--- config.mk ---
export PLATFORM = sky130hd
export DESIGN_NAME = proper_divisor_enumerator_core_flat
export DESIGN_NICKNAME = d
export VERILOG_FILES = /design/src/pde_pkg.sv /design/src/pde_req_if.sv /design/src/pde_rsp_if.sv /design/src/proper_divisor_enumerator_core.sv /design/src/pde_divider.sv /design/src/pde_pair_store.sv /design/src/flat_wrapper.sv
export VERILOG_INCLUDE_DIRS = /design/src /design/src/src
export SDC_FILE = /design/constraint.sdc
export NUM_CORES = 1
export LEC_CHECK = 0
export ABC_AREA = 1
export BUFFER_PORTS_ARGS = -buffer_cell sky130_fd_sc_hd__buf_4
export CELL_PAD_IN_SITES_DETAIL_PLACEMENT = 1
export CELL_PAD_IN_SITES_GLOBAL_PLACEMENT = 1
export CORE_AREA = 2 2 262 264
export CTS_CLUSTER_DIAMETER = 200
export CTS_CLUSTER_SIZE = 24
export DETAILED_ROUTE_END_ITERATION = 8
export DIE_AREA = 0 0 264 266
export PLACE_DENSITY = 0.84
export SLEW_MARGIN = 20
export SYNTH_ARGS = -nofsm -noshare
export SYNTH_HDL_FRONTEND = slang
export SYNTH_SLANG_ARGS = --single-unit
--- constraint.sdc ---
create_clock -name clock -period 6.3 [get_ports clock]
set_input_delay 1.26 -clock clock [delete_from_list [all_inputs] [get_ports clock]]
set_output_delay 1.26 -clock clock [all_outputs]
set_load 0.01 [all_outputs]
--- src/assert_macros.svh ---
// ----------------------------------------------------------------------------
// assert_macros.svh
// Shared assertion macros: clocked on clock, quiet while reset is high.
// ----------------------------------------------------------------------------
`ifndef ASSERT_MACROS_SVH
`define ASSERT_MACROS_SVH

// Check an expression at every clock edge
`define ASSERT_ALWAYS(lbl, expr, msg) \
   lbl: assert property (@(posedge clock) disable iff (reset) (expr)) else $error(msg);

// Check a consequence in the same cycle as its cause
`define ASSERT_IMPL(lbl, ante, cons, msg) \
   lbl: assert property (@(posedge clock) disable iff (reset) (ante) |-> (cons)) \
      else $error(msg);

// Check a consequence in the cycle after its cause
`define ASSERT_NEXT(lbl, ante, cons, msg) \
   lbl: assert property (@(posedge clock) disable iff (reset) (ante) |=> (cons)) \
      else $error(msg);

`endif

--- src/pde_pkg.sv ---
// ----------------------------------------------------------------------------
// pde_pkg
// Shared types of the proper divisor enumerator: sequencer states and the
// selector between the small divisor list and the cofactor stack.
// ----------------------------------------------------------------------------
package pde_pkg;

   // Sequencer states
   typedef enum logic [1:0] {
      ST_IDLE,
      ST_DIVIDE,
      ST_FETCH,
      ST_SEND
   } pde_state_type;

   // Which half of a divisor pair is read
   typedef enum logic {
      PH_SMALL,
      PH_COFACTOR
   } pde_phase_type;

endpackage

--- src/pde_req_if.sv ---
// ----------------------------------------------------------------------------
// pde_req_if
// Request channel: one number word per handshake.
// ----------------------------------------------------------------------------
interface pde_req_if #(
   parameter int unsigned NUMBER_BITS = 12
);
   logic                   valid;
   logic                   ready;
   logic [NUMBER_BITS-1:0] number;

   modport source (output valid, output number, input ready);
   modport sink   (input valid, input number, output ready);
endinterface

--- src/pde_rsp_if.sv ---
// ----------------------------------------------------------------------------
// pde_rsp_if
// Response channel: one divisor word per handshake, with last and empty flags.
// ----------------------------------------------------------------------------
interface pde_rsp_if #(
   parameter int unsigned NUMBER_BITS = 12
);
   logic                   valid;
   logic                   ready;
   logic [NUMBER_BITS-1:0] divisor;
   logic                   last;
   logic                   empty_res;

   modport source (output valid, output divisor, output last, output empty_res,
                   input ready);
   modport sink   (input valid, input divisor, input last, input empty_res,
                   output ready);
endinterface

--- src/proper_divisor_enumerator_core.sv ---
// ----------------------------------------------------------------------------
// proper_divisor_enumerator_core
// Lists the proper divisors of one number in ascending order by trial
// division with a shared iterative divider and a divisor pair memory.
//
//   channel  dir  handshake          word
//   req      in   valid/ready        number
//   rsp      out  valid/ready        divisor, last, empty_res
//
// Each candidate i takes one run of the shared divider; the scan runs for
// candidates 1 .. floor(sqrt(n)) + 1 (or until PAIR_DEPTH pairs).
// Each result then takes a memory read (ST_FETCH), then a send (ST_SEND)
// that rsp stalls can hold. Numbers 0 and 1 skip the scan and give one
// empty result.
// req.ready is high only between numbers; reset is synchronous and needs no
// clearing pass.
// ----------------------------------------------------------------------------
module proper_divisor_enumerator_core
   import pde_pkg::*;
#(
   parameter int unsigned NUMBER_BITS = 12,
   parameter int unsigned PAIR_DEPTH  = 32
) (
   input  logic      clock,
   input  logic      reset,
   pde_req_if.sink   req_chan,
   pde_rsp_if.source rsp_chan
);

   localparam int unsigned IDX_W = $clog2(PAIR_DEPTH);
   localparam int unsigned CNT_W = $clog2(PAIR_DEPTH + 1);

   pde_state_type          state_ff, state_in;
   pde_phase_type          phase_ff, phase_in;
   logic [NUMBER_BITS-1:0] number_ff, number_in;
   logic [NUMBER_BITS-1:0] cand_ff, cand_in;
   logic [CNT_W-1:0]       pairs_ff, pairs_in;
   logic                   square_ff, square_in;
   logic [IDX_W-1:0]       idx_ff, idx_in;
   logic                   last_ff, last_in;
   logic                   empty_ff, empty_in;

   logic                   div_start;
   logic                   div_done;
   logic [NUMBER_BITS-1:0] div_quo;
   logic [NUMBER_BITS-1:0] div_rem;
   logic                   wr_en;
   logic                   rd_en;
   logic [NUMBER_BITS-1:0] rd_data;
   logic [CNT_W-1:0]       ctop;
   logic [IDX_W-1:0]       last_small_idx;

   // Cofactor stack top after dropping a repeated root
   assign ctop           = pairs_ff - CNT_W'(square_ff);
   assign last_small_idx = IDX_W'(pairs_ff - CNT_W'(1));

   pde_divider #(
      .NUMBER_BITS (NUMBER_BITS)
   ) u_divider (
      .clock     (clock),
      .reset     (reset),
      .start     (div_start),
      .dividend  (number_in),
      .divisor   (cand_in),
      .done      (div_done),
      .quotient  (div_quo),
      .remainder (div_rem)
   );

   pde_pair_store #(
      .NUMBER_BITS (NUMBER_BITS),
      .PAIR_DEPTH  (PAIR_DEPTH)
   ) u_pair_store (
      .clock       (clock),
      .wr_en       (wr_en),
      .wr_addr     (pairs_ff[IDX_W-1:0]),
      .wr_small    (cand_ff),
      .wr_cofactor (div_quo),
      .rd_en       (rd_en),
      .rd_addr     (idx_ff),
      .rd_sel      (phase_ff),
      .rd_data     (rd_data)
   );

   // Sequence the scan and the emission
   always_comb begin
      state_in  = state_ff;
      phase_in  = phase_ff;
      number_in = number_ff;
      cand_in   = cand_ff;
      pairs_in  = pairs_ff;
      square_in = square_ff;
      idx_in    = idx_ff;
      last_in   = last_ff;
      empty_in  = empty_ff;
      div_start = 1'b0;
      wr_en     = 1'b0;
      rd_en     = 1'b0;
      unique case (state_ff)
         ST_IDLE: begin
            if (req_chan.valid) begin
               number_in = req_chan.number;
               cand_in   = NUMBER_BITS'(1);
               pairs_in  = '0;
               square_in = 1'b0;
               idx_in    = '0;
               phase_in  = PH_SMALL;
               last_in   = 1'b0;
               empty_in  = (req_chan.number <= NUMBER_BITS'(1));
               if (req_chan.number <= NUMBER_BITS'(1)) begin
                  last_in  = 1'b1;
                  state_in = ST_SEND;
               end else begin
                  div_start = 1'b1;
                  state_in  = ST_DIVIDE;
               end
            end
         end
         ST_DIVIDE: begin
            if (div_done) begin
               if (cand_ff > div_quo) begin
                  // i*i exceeds n: scan done
                  idx_in   = '0;
                  phase_in = PH_SMALL;
                  state_in = ST_FETCH;
               end else begin
                  cand_in = cand_ff + NUMBER_BITS'(1);
                  if (div_rem == '0) begin
                     wr_en     = 1'b1;
                     pairs_in  = pairs_ff + CNT_W'(1);
                     square_in = (cand_ff == div_quo);
                  end
                  if (div_rem == '0 && pairs_ff == CNT_W'(PAIR_DEPTH - 1)) begin
                     // stack full: stop scanning
                     idx_in   = '0;
                     phase_in = PH_SMALL;
                     state_in = ST_FETCH;
                  end else begin
                     div_start = 1'b1;
                  end
               end
            end
         end
         ST_FETCH: begin
            rd_en = 1'b1;
            if (phase_ff == PH_SMALL) begin
               last_in = (idx_ff == last_small_idx) && (ctop <= CNT_W'(1));
            end else begin
               last_in = (idx_ff == IDX_W'(1));
            end
            state_in = ST_SEND;
         end
         ST_SEND: begin
            if (rsp_chan.ready) begin
               if (last_ff) begin
                  state_in = ST_IDLE;
               end else if (phase_ff == PH_SMALL) begin
                  if (idx_ff == last_small_idx) begin
                     idx_in   = IDX_W'(ctop - CNT_W'(1));
                     phase_in = PH_COFACTOR;
                  end else begin
                     idx_in = idx_ff + IDX_W'(1);
                  end
                  state_in = ST_FETCH;
               end else begin
                  idx_in   = idx_ff - IDX_W'(1);
                  state_in = ST_FETCH;
               end
            end
         end
         default: begin
            state_in = ST_IDLE;
         end
      endcase
   end

   // Hold state; clear control on reset
   always_ff @(posedge clock) begin
      number_ff <= number_in;
      cand_ff   <= cand_in;
      square_ff <= square_in;
      idx_ff    <= idx_in;
      phase_ff  <= phase_in;
      last_ff   <= last_in;
      empty_ff  <= empty_in;
      if (reset) begin
         state_ff <= ST_IDLE;
         pairs_ff <= '0;
      end else begin
         state_ff <= state_in;
         pairs_ff <= pairs_in;
      end
   end

   // Drive the channels
   assign req_chan.ready     = (state_ff == ST_IDLE);
   assign rsp_chan.valid     = (state_ff == ST_SEND);
   assign rsp_chan.divisor   = empty_ff ? '0 : rd_data;
   assign rsp_chan.last      = last_ff;
   assign rsp_chan.empty_res = empty_ff;

`include "assert_macros.svh"

   `ASSERT_IMPL(a_idle_no_rsp, req_chan.ready, !rsp_chan.valid, "result pending while idle")
   `ASSERT_IMPL(a_empty_is_last, rsp_chan.valid && rsp_chan.empty_res, rsp_chan.last,
                "empty result not flagged last")
   `ASSERT_IMPL(a_done_in_divide, div_done, state_ff == ST_DIVIDE, "divider done outside scan")
   `ASSERT_ALWAYS(a_pairs_bound, pairs_ff <= CNT_W'(PAIR_DEPTH), "pair count overflow")

endmodule

--- src/pde_divider.sv ---
// ----------------------------------------------------------------------------
// pde_divider
// Restoring radix-2 divider: one quotient bit per cycle, then a one-cycle
// done pulse with quotient and remainder held.
// ----------------------------------------------------------------------------
module pde_divider
   import pde_pkg::*;
#(
   parameter int unsigned NUMBER_BITS = 12
) (
   input  logic                   clock,
   input  logic                   reset,
   input  logic                   start,
   input  logic [NUMBER_BITS-1:0] dividend,
   input  logic [NUMBER_BITS-1:0] divisor,
   output logic                   done,
   output logic [NUMBER_BITS-1:0] quotient,
   output logic [NUMBER_BITS-1:0] remainder
);

   localparam int unsigned CNT_W = $clog2(NUMBER_BITS + 1);

   logic [NUMBER_BITS-1:0] rem_ff, rem_in;
   logic [NUMBER_BITS-1:0] quo_ff, quo_in;
   logic [NUMBER_BITS-1:0] den_ff, den_in;
   logic [CNT_W-1:0]       cnt_ff, cnt_in;
   logic                   done_ff, done_in;
   logic [NUMBER_BITS:0]   shifted;
   logic [NUMBER_BITS:0]   diff;

   // Shift in the next dividend bit and trial-subtract the divisor
   always_comb begin
      shifted = {rem_ff, quo_ff[NUMBER_BITS-1]};
      diff    = shifted - {1'b0, den_ff};
      rem_in  = rem_ff;
      quo_in  = quo_ff;
      den_in  = den_ff;
      cnt_in  = cnt_ff;
      done_in = 1'b0;
      if (start) begin
         rem_in = '0;
         quo_in = dividend;
         den_in = divisor;
         cnt_in = CNT_W'(NUMBER_BITS);
      end else if (cnt_ff != '0) begin
         if (diff[NUMBER_BITS]) begin
            rem_in = shifted[NUMBER_BITS-1:0];
            quo_in = {quo_ff[NUMBER_BITS-2:0], 1'b0};
         end else begin
            rem_in = diff[NUMBER_BITS-1:0];
            quo_in = {quo_ff[NUMBER_BITS-2:0], 1'b1};
         end
         cnt_in  = cnt_ff - CNT_W'(1);
         done_in = (cnt_ff == CNT_W'(1));
      end
   end

   always_ff @(posedge clock) begin
      rem_ff <= rem_in;
      quo_ff <= quo_in;
      den_ff <= den_in;
      if (reset) begin
         cnt_ff  <= '0;
         done_ff <= 1'b0;
      end else begin
         cnt_ff  <= cnt_in;
         done_ff <= done_in;
      end
   end

   assign done      = done_ff;
   assign quotient  = quo_ff;
   assign remainder = rem_ff;

`include "assert_macros.svh"

   `ASSERT_IMPL(a_rem_below_den, done_ff, rem_ff < den_ff, "remainder not below divisor")
   `ASSERT_NEXT(a_start_runs, start, cnt_ff != '0, "divider idle after start")
   `ASSERT_IMPL(a_done_after_run, done_ff, $past(cnt_ff) == CNT_W'(1), "stray done pulse")

endmodule

--- src/pde_pair_store.sv ---
// ----------------------------------------------------------------------------
// pde_pair_store
// Divisor pair memory: small divisor list and cofactor stack written together
// at one address, one half read per cycle through a registered read port.
// ----------------------------------------------------------------------------
module pde_pair_store
   import pde_pkg::*;
#(
   parameter int unsigned NUMBER_BITS = 12,
   parameter int unsigned PAIR_DEPTH  = 32
) (
   input  logic                          clock,
   input  logic                          wr_en,
   input  logic [$clog2(PAIR_DEPTH)-1:0] wr_addr,
   input  logic [NUMBER_BITS-1:0]        wr_small,
   input  logic [NUMBER_BITS-1:0]        wr_cofactor,
   input  logic                          rd_en,
   input  logic [$clog2(PAIR_DEPTH)-1:0] rd_addr,
   input  pde_phase_type                 rd_sel,
   output logic [NUMBER_BITS-1:0]        rd_data
);

   logic [NUMBER_BITS-1:0] small_mem [PAIR_DEPTH];
   logic [NUMBER_BITS-1:0] cof_mem   [PAIR_DEPTH];
   logic [NUMBER_BITS-1:0] rd_data_ff;

   // Write both halves of a pair
   always_ff @(posedge clock) begin
      if (wr_en) begin
         small_mem[wr_addr] <= wr_small;
         cof_mem[wr_addr]   <= wr_cofactor;
      end
   end

   // Read the selected half, hold until the next read
   always_ff @(posedge clock) begin
      if (rd_en) begin
         if (rd_sel == PH_COFACTOR) begin
            rd_data_ff <= cof_mem[rd_addr];
         end else begin
            rd_data_ff <= small_mem[rd_addr];
         end
      end
   end

   assign rd_data = rd_data_ff;

endmodule
--- src/flat_wrapper.sv ---
// flat-port wrapper written by rule: the top's interface ports become plain ports
module proper_divisor_enumerator_core_flat import pde_pkg::*;
#(
   parameter int unsigned NUMBER_BITS = 12,
   parameter int unsigned PAIR_DEPTH  = 32
)
  (clock, reset, req_chan_valid, req_chan_number, req_chan_ready, rsp_chan_valid, rsp_chan_divisor, rsp_chan_last, rsp_chan_empty_res, rsp_chan_ready);
  pde_req_if #(.NUMBER_BITS(NUMBER_BITS)) req_chan_i ();
  pde_rsp_if #(.NUMBER_BITS(NUMBER_BITS)) rsp_chan_i ();
  input  logic clock;
  input  logic reset;
  input wire logic [$bits(req_chan_i.valid)-1:0] req_chan_valid;
  input wire logic [$bits(req_chan_i.number)-1:0] req_chan_number;
  output wire logic [$bits(req_chan_i.ready)-1:0] req_chan_ready;
  output wire logic [$bits(rsp_chan_i.valid)-1:0] rsp_chan_valid;
  output wire logic [$bits(rsp_chan_i.divisor)-1:0] rsp_chan_divisor;
  output wire logic [$bits(rsp_chan_i.last)-1:0] rsp_chan_last;
  output wire logic [$bits(rsp_chan_i.empty_res)-1:0] rsp_chan_empty_res;
  input wire logic [$bits(rsp_chan_i.ready)-1:0] rsp_chan_ready;
  assign req_chan_i.valid = req_chan_valid;
  assign req_chan_i.number = req_chan_number;
  assign req_chan_ready = req_chan_i.ready;
  assign rsp_chan_valid = rsp_chan_i.valid;
  assign rsp_chan_divisor = rsp_chan_i.divisor;
  assign rsp_chan_last = rsp_chan_i.last;
  assign rsp_chan_empty_res = rsp_chan_i.empty_res;
  assign rsp_chan_i.ready = rsp_chan_ready;
  proper_divisor_enumerator_core #(.NUMBER_BITS(NUMBER_BITS), .PAIR_DEPTH(PAIR_DEPTH)) u_core (.clock(clock), .reset(reset), .req_chan(req_chan_i), .rsp_chan(rsp_chan_i));
endmodule
Yosys cells after proc, flatten, opt, wreduce, memory -nomap -nowiden. Memory sizes are Yosys's and may differ from the RTL's. A register that Yosys moved wholly into a read port is not among the register bits. Index checks and enable logic that the tools add are counted.

$add $sub $neg: 9. Magnitude comparators: 3. Equality and inequality tests: 15. Mux-type cells: 68. Bitwise operators: 1. Reductions and logical operators: 16.

Operators by type and width (number): two-way mux 12 bit (10); two-way mux 5 bit (10); two-way mux 1 bit (27); two-way mux 6 bit (4); one-hot mux 12 bit (2 select lines) (1); one-hot mux 5 bit (3 select lines) (1); subtractor 5 x 1 -> 5 bit, second input constant (3); two-way mux 2 bit (7); subtractor 13 x 12 -> 13 bit (1); adder 12 x 1 -> 12 bit, second input constant (1); equality test 12 bit (1); > comparator 12 bit (1); less-or-equal comparator 12 x 1 -> 1 bit, second input constant (1); zero test 12 bit (1); one-hot mux 6 bit (2 select lines) (1); two-way mux 4 bit (2); != test 2 bit, second input constant (4); one-hot mux 2 bit (4 select lines) (1); adder 6 x 1 -> 6 bit, second input constant (1); equality test 6 x 5 -> 1 bit, second input constant (1); less-or-equal comparator 6 x 1 -> 1 bit, second input constant (1); one-hot mux 1 bit (2 select lines) (3); AND reduction 6 bit (1); nonzero test 2 bit (3); other kinds (21) (25).

Flip-flop bits (word level): 94. Bits in writable memories: 768. Bits of input ports: 16. Output and inout port bits: 16. Word-level logic and storage cells: 130. Memories: 2.

Memory list: u_core.u_pair_store.cof_mem (depth 32, width 12, read ports 1, clocked after memory_dff 1, write ports 1, line pde_pair_store.sv:24) `logic [NUMBER_BITS-1:0] cof_mem [PAIR_DEPTH];`; u_core.u_pair_store.small_mem (depth 32, width 12, read ports 1, clocked after memory_dff 1, write ports 1, line pde_pair_store.sv:23) `logic [NUMBER_BITS-1:0] small_mem [PAIR_DEPTH];`.

Depth between registers and ports, before layout. Gate-level depths: netlist of the first run.

Depth after elaboration: 8. Depth in mapped cells: 16. Mapped depth without buffers: 16.

Hierarchy. Synthesis of the first run repeated with hierarchy kept, for this count alone.

Cells, all modules: 3431. Area, all modules: 37348.3 um2.

By module, submodules not included: pde_pair_store (times used 1, cells an instance 2620, area an instance 31630.3 um2, sequential area each 23422.5 um2); proper_divisor_enumerator_core (times used 1, cells an instance 454, area an instance 3085.5 um2, sequential area each 910.9 um2); pde_divider (times used 1, cells an instance 357, area an instance 2632.5 um2, sequential area each 1061.0 um2).

Least setup slack after synthesis of the first run. OpenSTA, ideal clock, no wires.

Kind: flip-flop to flip-flop. Start: register u_core.u_divider.quo_ff[11] (netlist: u_core.u_divider.quotient[11]). End: memory u_core.u_pair_store.cof_mem[25][0], enable pin. Library setup time: 0.435 ns. Data arrival time: 3.817 ns. Required time: 5.865 ns. Slack: 2.048 ns. Stages on the path, launching flop included: 14. Buffers on the path: 1. Clock period less this slack: 4.252 ns. Path through: edfxtp_1 -> inv_1 -> ha_1 -> nand2_2 -> nor2_4 -> and2_1 -> nand2_2 -> nand3_4 -> nand2_4 -> nand2_4 -> nor2_4 -> nand3_4 -> buf_6 -> nor3_1.

Cells in the longest elaborated chain, start to end: 6.

Ends and longest elaborated chain: from (decl) (line pde_divider.sv:24) `logic [NUMBER_BITS-1:0] quo_ff, quo_in;`; from (signal assigned) (line pde_divider.sv:60) `quo_ff <= quo_in;`; > comparator 12 bit (line proper_divisor_enumerator_core.sv:121) `if (cand_ff > div_quo) begin`; two-way mux 1 bit (line proper_divisor_enumerator_core.sv:121); two-way mux 1 bit (line proper_divisor_enumerator_core.sv:120) `if (div_done) begin`; two-way mux 1 bit (line proper_divisor_enumerator_core.sv:99) `unique case (state_ff)`; two-way mux 1 bit (line pde_pair_store.sv:29) `if (wr_en) begin`; two-way mux 1 bit (implied by the code) (line pde_pair_store.sv:31) `cof_mem[wr_addr] <= wr_cofactor;`; to (decl) (line pde_pair_store.sv:24).

No other way between the ends.

Final worst setup path of the first run.
Start: register u_core.u_divider.quo_ff[8] (netlist: u_core.u_divider.quotient[8]). End: memory u_core.u_pair_store.cof_mem[16][7], enable pin.

Same word-level chain as after synthesis.

==> results of run 1 <==
area by class of cell:
| class | count | area, µm² | share of cell area (%) |
|---|---|---|---|
| Tap cell | 882 | 1100 | 2.82 |
| Antenna cell | 1 | 2.50 | 0.00639 |
| Multi-Input combinational cell | 2087 | 9970 | 25.4 |
| Clock buffer | 66 | 1160 | 2.97 |
| Timing Repair Buffer | 103 | 851 | 2.17 |
| Clock inverter | 3 | 62.6 | 0.160 |
| Sequential cell | 867 | 25500 | 65.1 |
| Inverter | 136 | 528 | 1.35 |
synthesized netlist by cell type (all sizes together):
cell type	number
and2	1
dfxtp	54
o21ai	423
inv	129
o2111ai	1
buf	102
clkbuf	87
o31ai	2
xnor2	9
a21o	2
xor2	16
edfxtp	813
a21oi	25
o22ai	192
a211oi	1
nand3	138
nor2	497
a21boi	1
nor3	42
clkinv	7
nand4	11
o21bai	2
nand2	677
fa	1
or2	3
a31oi	1
nand3b	3
ha	39
tightest hold or removal path, delay by kind of cell, from the launching register on:
family | cells | cell delay [ns]
flops | 1 | 0.32
simple gates | 2 | 0.11
sequential cells by signal, indices dropped and copies added (netlist names), 12 cells and up, named ones only:
signal,count
u_core.u_divider.remainder,12
u_core.u_pair_store.cof_mem,384
u_core.number_ff,12
u_core.u_divider.quotient,12
u_core.u_pair_store.small_mem,384
u_core.u_divider.den_ff,12
u_core.cand_ff,12
u_core.u_pair_store.rd_data,12
power by group through the flow:
stage          Sequential, W  Combinational (W)  Clock [W]
2_1_floorplan        0.00722            0.00253          0
3_3_place_gp         0.00728            0.00350          0
3_5_place_dp         0.00732            0.00378          0
4_1_cts              0.00719            0.00382    0.00308
5_1_grt              0.00718            0.00430    0.00327
6_report             0.00715            0.00393    0.00308
per-stage QoR:
step	util, %	area (µm²)	hold slack, ns	setup WS, ns	power [W]
after floorplan	-	36800	0.416	2.05	0.00975
after global placement	56.0	37900	0.435	2.18	0.0108
after detailed placement	56.0	37900	0.439	1.81	0.0111
after CTS	57.8	39200	0.460	1.78	0.0141
after global routing	57.8	39200	0.480	1.58	0.0147
final	57.8	39200	0.459	1.84	0.0142
logic make-up (layout without fill, tap and decap cells):
family	Yosys count	after routing	share of synthesized area (%)
adders and majority gates	40	40	1.38
AOI/OAI and AO/OA	650	650	9.57
xor gates and xnor gates	25	25	0.615
and+or+nand+nor	1372	1372	15.1
other	0	1	0
buffers and inverters	325	308	4.11
DFF	867	867	69.2
worst max-delay path by stage:
stage,start,to,slack [ns],cells after the start
3_3_place_gp,u_core.u_divider.quotient[5],u_core.u_pair_store.cof_mem[16][5],2.18,13
5_1_grt,u_core.u_divider.quotient[7],u_core.u_pair_store.cof_mem[16][8],1.58,14
6_report,u_core.u_divider.quotient[8],u_core.u_pair_store.cof_mem[16][7],1.84,13
2_1_floorplan,u_core.u_divider.quotient[11],u_core.u_pair_store.cof_mem[25][0],2.05,13
4_1_cts,u_core.u_divider.quotient[3],u_core.u_pair_store.cof_mem[16][7],1.78,14
3_5_place_dp,u_core.u_divider.quotient[3],u_core.u_pair_store.cof_mem[16][5],1.81,14
layer usage:
| metal | up-vias | part of all wire, % |
|---|---|---|
| li1 | 11400 | - |
| met1 | 13400 | 38 |
| met2 | 1368 | 50 |
| met3 | 271 | 8.6 |
| met4 | 4 | 3.6 |
| met5 | - | 0.024 |
cell usage in the layout (no fill, tap or decap), drive strengths merged, types with 9 or more instances in the layout:
cell,count
edfxtp,813
nand2,677
nor2,497
o21ai,423
o22ai,192
nand3,138
inv,128
buf,103
clkbuf,66
dfxtp,54
nor3,42
ha,39
a21oi,25
xor2,16
nand4,11
clkinv,11
xnor2,9
==> metrics.txt, run 1 <==
Worst-Margin Slew=1.16 ns; Clock power frac=21.8%; Cell Count, Final, Fillers Out=4,145; drt wl/cell=27.0 µm; gpl congestion=0.870; total wire length=112,000 µm; RSZ-0062 raised after global routing=false; Post-route DRC=0; Sw Ratio=35.1%; post-CTS setup buffers=0; Yosys reg bits=867; combinational power share=27.8%; vias in the first global route=27,800; syn nets=3,335; Relative slew margins=22.4%; Clock Skew=0.0445 ns; Root Buffer=clkbuf_16; hold depth=2; DR pass1 iterations=6; final max-slew violation count=0; Netlist cell types=45; initial core utilization=54.4%; initial antenna violation count=5; top post-synthesis cells by area=edfxtp_1 (66%), nand2_1 (6.8%), nor2_1 (5.0%); cells on worst reg2reg path=13; CP max stage delay=1.05 ns; final worst path period share=70.8%; setup TNS=0 ns; cell family with most CP delay=simple AND/OR/NAND/NOR gates; max frequency=224 MHz; # port buffers=31; worst endpoint required time=6.57 ns; pin count of the biggest net entering global routing=211; RR Endpoint=u_core.u_pair_store.cof_mem[16][7]; pwr dens=362 mW/mm²; # nets final=3,293; P_int=0.00920 W; status=completed; Sink Count=867; # IOs=32; worst reg2reg setup slack=1.84 ns; Clock Latency Late Sink=0.63 ns; vias=26,400; area overhead of the layout relative to synthesis=6.43%; Placement Rows=96; yosys warns=0; fraction of layout cells with a size suffix above 1=7.11%; sequential share of power=50.5%; # resized after CTS=0; Worst VDD drop=267 µV; CTS buffer count=42; vias per std cell=6.38; met3 GRT Util=4.78%; Post-Syn Area=0.0368 mm²; post-synthesis average cell area=11.2 µm²; Yosys top cell area share=66.3%; Worst setup SP type=flip-flop; Post-CTS Hold Buffers=0; Setup CP Type=reg -> reg; net load switching power=0.00497 W; Critical-path top delay cell=edfxtp_1; Worst Hold Class=reg -> reg; Detail Route Antenna Nets=0; met1 Use GR=40.7%; Critical Path Fanout Max=33; htree depth=2; HPWL after DPL=67,000 µm; Detailed Route Iter0 Violations=3,294; hold path start=u_core.number_ff[7]; M2 GR Usage=54.7%; Arrival @ worst endpoint=4.73 ns; Crit. End Element=flip-flop; core area=0.0677 mm²; sequential area share after synthesis=69.2%; P_leak=14.0 nW; Worst Path Buf+Inv=2; Chip Width=264 µm; total gr overflow=0; global-route wire length before repair=167,000 µm; Placed Instances=4,073; post-route minimum period=4.46 ns; CTS clk-pin slew, worst paths=0.10 ns; Synth Instances=3,279; Layout fillers=7,002; GR peak layer=met2; DIE AREA=0.0702 mm²; chip height=266 µm; Final setup viols=0; Synth area leader=edfxtp_1; Clock Path Buffers=3; cells along the critical path=inv_1 > ha_1 > nand2_1 > nor2_4 > and2_1 > nand2_2 > nand3_4 > nand2_4 > nand2_4 > nor2_4 > nand3_4 > nor3_2 > buf_4; GRT Util Overall=31.6%; endpoints failing hold=0; origin of the critical flop-to-flop path=u_core.u_divider.quotient[8]; Max Cap Viol=0; Worst Hold End=u_core.number_ff[7]; CTS tree=yes
Power figures use the tool's default switching activity.
==> run 2, diff against run 1 <==
--- a/config.mk
+++ b/config.mk
@@ -6,16 +6,16 @@
 export SDC_FILE = /design/constraint.sdc
 export NUM_CORES = 1
 export LEC_CHECK = 0
-export ABC_AREA = 1
+export ABC_AREA = 0
 export BUFFER_PORTS_ARGS = -buffer_cell sky130_fd_sc_hd__buf_4
 export CELL_PAD_IN_SITES_DETAIL_PLACEMENT = 1
 export CELL_PAD_IN_SITES_GLOBAL_PLACEMENT = 1
-export CORE_AREA = 2 2 262 264
+export CORE_AREA = 2 2 254 256
 export CTS_CLUSTER_DIAMETER = 200
 export CTS_CLUSTER_SIZE = 24
 export DETAILED_ROUTE_END_ITERATION = 8
-export DIE_AREA = 0 0 264 266
-export PLACE_DENSITY = 0.84
+export DIE_AREA = 0 0 256 258
+export PLACE_DENSITY = 0.79
 export SLEW_MARGIN = 20
 export SYNTH_ARGS = -nofsm -noshare
 export SYNTH_HDL_FRONTEND = slang
==> constraint.sdc (replaced) <==
create_clock -name clock -period 4.5 [get_ports clock]
set_input_delay 0.9 -clock clock [delete_from_list [all_inputs] [get_ports clock]]
set_output_delay 0.9 -clock clock [all_outputs]
set_load 0.01 [all_outputs]
==> run 2 against run 1 <==
Net effect:
- cell area decreased by 3.1%
- die area decreased by 5.9%
- hold slack improved by 0.017 ns
- core utilization increased by 1.8 points
- combinational power decreased by 31%
- sequential power increased by 35%
- global-route usage decreased by 6.2 points
- sequential cell count unchanged
- first-iteration DRC count decreased by 48%
- non-clock buffer count increased by 22
- setup slack got worse by 0.81 ns
- total power increased by 17%
- largest cell class unchanged
- highest routed layer unchanged
==> metrics.txt, run 2 <==
gpl congestion=0.792 (-9.0%); # nets final=1,874 (-43%); setup TNS=0 ns (unchanged); Clock Skew=0.0404 ns (-0.00412 ns); Synth Instances=1,738 (-47%); vias per std cell=6.42 (+0.76%); vias=17,300 (-35%); net load switching power=0.00425 W (-14%); post-route minimum period=3.47 ns (-0.989 ns); post-CTS setup buffers=0 (unchanged); RSZ-0062 raised after global routing=false; total power=0.0165 W (+17%); initial antenna violation count=5 (unchanged); status=completed; initial core utilization=55.0% (+0.69 points); Post-Syn Area=0.0350 mm² (-4.9%); Critical Path Fanout Max=15 (-55%); CP max stage delay=0.57 ns (-0.48 ns); Synth area leader=edfxtp_1; Netlist cell types=63 (+40%); DR pass1 iterations=5 (-1); Post-route DRC=0 (unchanged); highest-count cells in the layout ignoring fill and taps=edfxtp_1 (813), mux4_2 (252), buf_4 (117); Synth Flop Type=edfxtp_1; endpoints failing hold=0 (unchanged); commonest cells in the netlist=edfxtp_1 (813), mux4_2 (252), nand2_1 (83), dfxtp_1 (54), clkbuf_1 (49); sequential share of power=58.3% (+7.8 points); Detail Route Antenna Nets=0 (unchanged); Setup CP Type=reg -> reg; Placement Rows=93 (-3.1%); Clock Path Buffers=3 (unchanged); Yosys top cell area share=69.7% (+3.4 points); htree depth=2 (unchanged); Arrival @ worst endpoint=3.75 ns (-0.98 ns); combinational power share=16.4% (-11 points); core area=0.0636 mm² (-6.0%); Post-synth ARST share=0% (unchanged); Relative slew margins=21.8% (-0.57 points); Sw Ratio=25.7% (-9.4 points); Cell Area, Placed=0.0368 mm² (-3.0%); chip height=258 µm (-3.0%); HPWL after DPL=52,500 µm (-22%); final max-slew violation count=0 (unchanged); total wire length=82,300 µm (-27%); Cell Count, Final, Fillers Out=2,689 (-35%); CTS buffer count=42 (unchanged); CTS clk-pin slew, worst paths=0.10 ns (about the same); worst endpoint required time=4.78 ns (-1.79 ns); max frequency=288 MHz (+29%); P_leak=12.2 nW (-13%); Worst VDD drop=344 µV (+29%); Max Cap Viol=0 (unchanged); vias in the first global route=18,400 (-34%); # resized after CTS=0 (unchanged); Most Frequent Cell on Critical Path=or3_1; yosys warns=0 (unchanged); Post-synth EDFFs=813 (unchanged); GRT Util Overall=25.4% (-6.2 points); Placed Instances=2,629 (-35%); post-synthesis average cell area=20.2 µm² (+79%); pwr dens=435 mW/mm² (+20%); Worst setup SP type=flip-flop; Largest regs=u_core.u_pair_store.cof_mem: 384 flops, u_core.u_pair_store.small_mem: 384 flops; area overhead of the layout relative to synthesis=8.40%; Critical-path top delay cell=or3_1; sequential area share after synthesis=72.8% (+3.5 points); DIE AREA=0.0660 mm² (-5.9%); Chip Width=256 µm (-3.0%); P_int=0.0123 W (+33%); Clock Latency Late Sink=0.62 ns (about the same); Root Buffer=clkbuf_16; global-route wire length before repair=123,000 µm (-27%); Clock power frac=25.3% (+3.5 points); total gr overflow=0 (unchanged); Worst-Margin Slew=1.17 ns (+0.00691 ns); # port buffers=31 (unchanged); CTS tree=yes; most common cell after layout, fill and taps aside=edfxtp_1; Post-CTS Hold Buffers=0 (unchanged); fraction of layout cells with a size suffix above 1=25.2% (+18 points); # IOs=32 (unchanged); syn nets=1,794 (-46%); Final setup viols=0 (unchanged); pin count of the biggest net entering global routing=42 (-80%); Crit. End Element=flip-flop; Yosys reg bits=867 (unchanged); Detailed Route Iter0 Violations=1,727 (-48%); final worst path period share=77.1% (+6.3 points); drt wl/cell=30.6 µm (+13%); top post-synthesis cells by area=edfxtp_1 (70%), mux4_2 (16%), dfxtp_1 (3.1%); Sink Count=867 (unchanged); final setup margin=1.03 ns (-0.811 ns); cells along the critical path=inv_1 > ha_1 > nand4_1 > or3_1 > or3_1 > a21bo_4 > o22ai_4 > or2_2; Worst Hold Class=reg -> reg; most common cell in the netlist=edfxtp_1; Layout fillers=5,400 (-23%); Place WS=1.02 ns (-0.784 ns); cell area after layout=0.0380 mm² (-3.1%)
==> run 2: cells by family after synthesis <==
kind of cell / Yosys count / share of synthesized area [%]
muxes: 282 / 17.2
DFF: 867 / 72.8
AOI/OAI and AO/OA: 106 / 2.22
buffers and inverters: 131 / 1.59
and+or+nand+nor: 284 / 4.04
xor gates and xnor gates: 28 / 0.721
adders and majority gates: 40 / 1.45
==> run 2: cell type report <==
| type | instances | area [µm²] | area share [%] |
|---|---|---|---|
| timing repair buffer | 125 | 1040 | 2.73 |
| multi-input combinational | 740 | 9030 | 23.8 |
| tap | 855 | 1070 | 2.82 |
| clock inverter | 2 | 38.8 | 0.102 |
| sequential | 867 | 25500 | 67.2 |
| antenna | 1 | 2.50 | 0.00659 |
| clock buffer | 57 | 1130 | 2.97 |
| inverter | 42 | 158 | 0.415 |
==> run 2: power by group through the flow <==
stage | Combinational, W | Sequential (W) | Clock [W]
global route | 0.00294 | 0.00966 | 0.00449
global placement | 0.00257 | 0.00980 | 0
finish | 0.00271 | 0.00963 | 0.00419
floorplan | 0.00156 | 0.00995 | 0
detailed placement | 0.00273 | 0.00981 | 0
CTS | 0.00274 | 0.00963 | 0.00425
==> run 2: path summary, 6_finish.rpt <==
check	start	slack, ns	depth (start not counted)	endpoint
worst max register to register	u_core.u_divider.quotient[11]	1.03	8	u_core.u_divider.quotient[8]
worst max-delay path	u_core.u_divider.quotient[11]	1.03	8	u_core.u_divider.quotient[8]
worst min register to register	u_core.number_ff[10]	0.48	2	u_core.number_ff[10]
worst min-delay path	u_core.number_ff[10]	0.48	2	u_core.number_ff[10]
==> run 2: metrics by stage <==
step,hold WS (ns),utilization [%]
after floorplan,0.413,-
after global placement,0.439,57.8
after detailed placement,0.452,57.8
after CTS,0.475,59.7
after global routing,0.496,59.7
final,0.476,59.7
==> run 2: critical path, delay by kind of cell (launching register included) <==
family / cells / cell delay, ns
AO/OA/AOI/OAI: 2 / 0.85
adder cells (fa/ha/maj): 1 / 0.30
buffers and inverters: 1 / 0.07
flip-flops: 1 / 0.36
AND/OR/NAND/NOR: 4 / 1.57
==> run 2: metal layers <==
metal / global-route usage [%] / part of all wire [%]
met1: 35.5 / 40
met2: 42.7 / 51
met3: 4.62 / 7.7
met4: 5.46 / 2.0
met5: 0 / 0.033
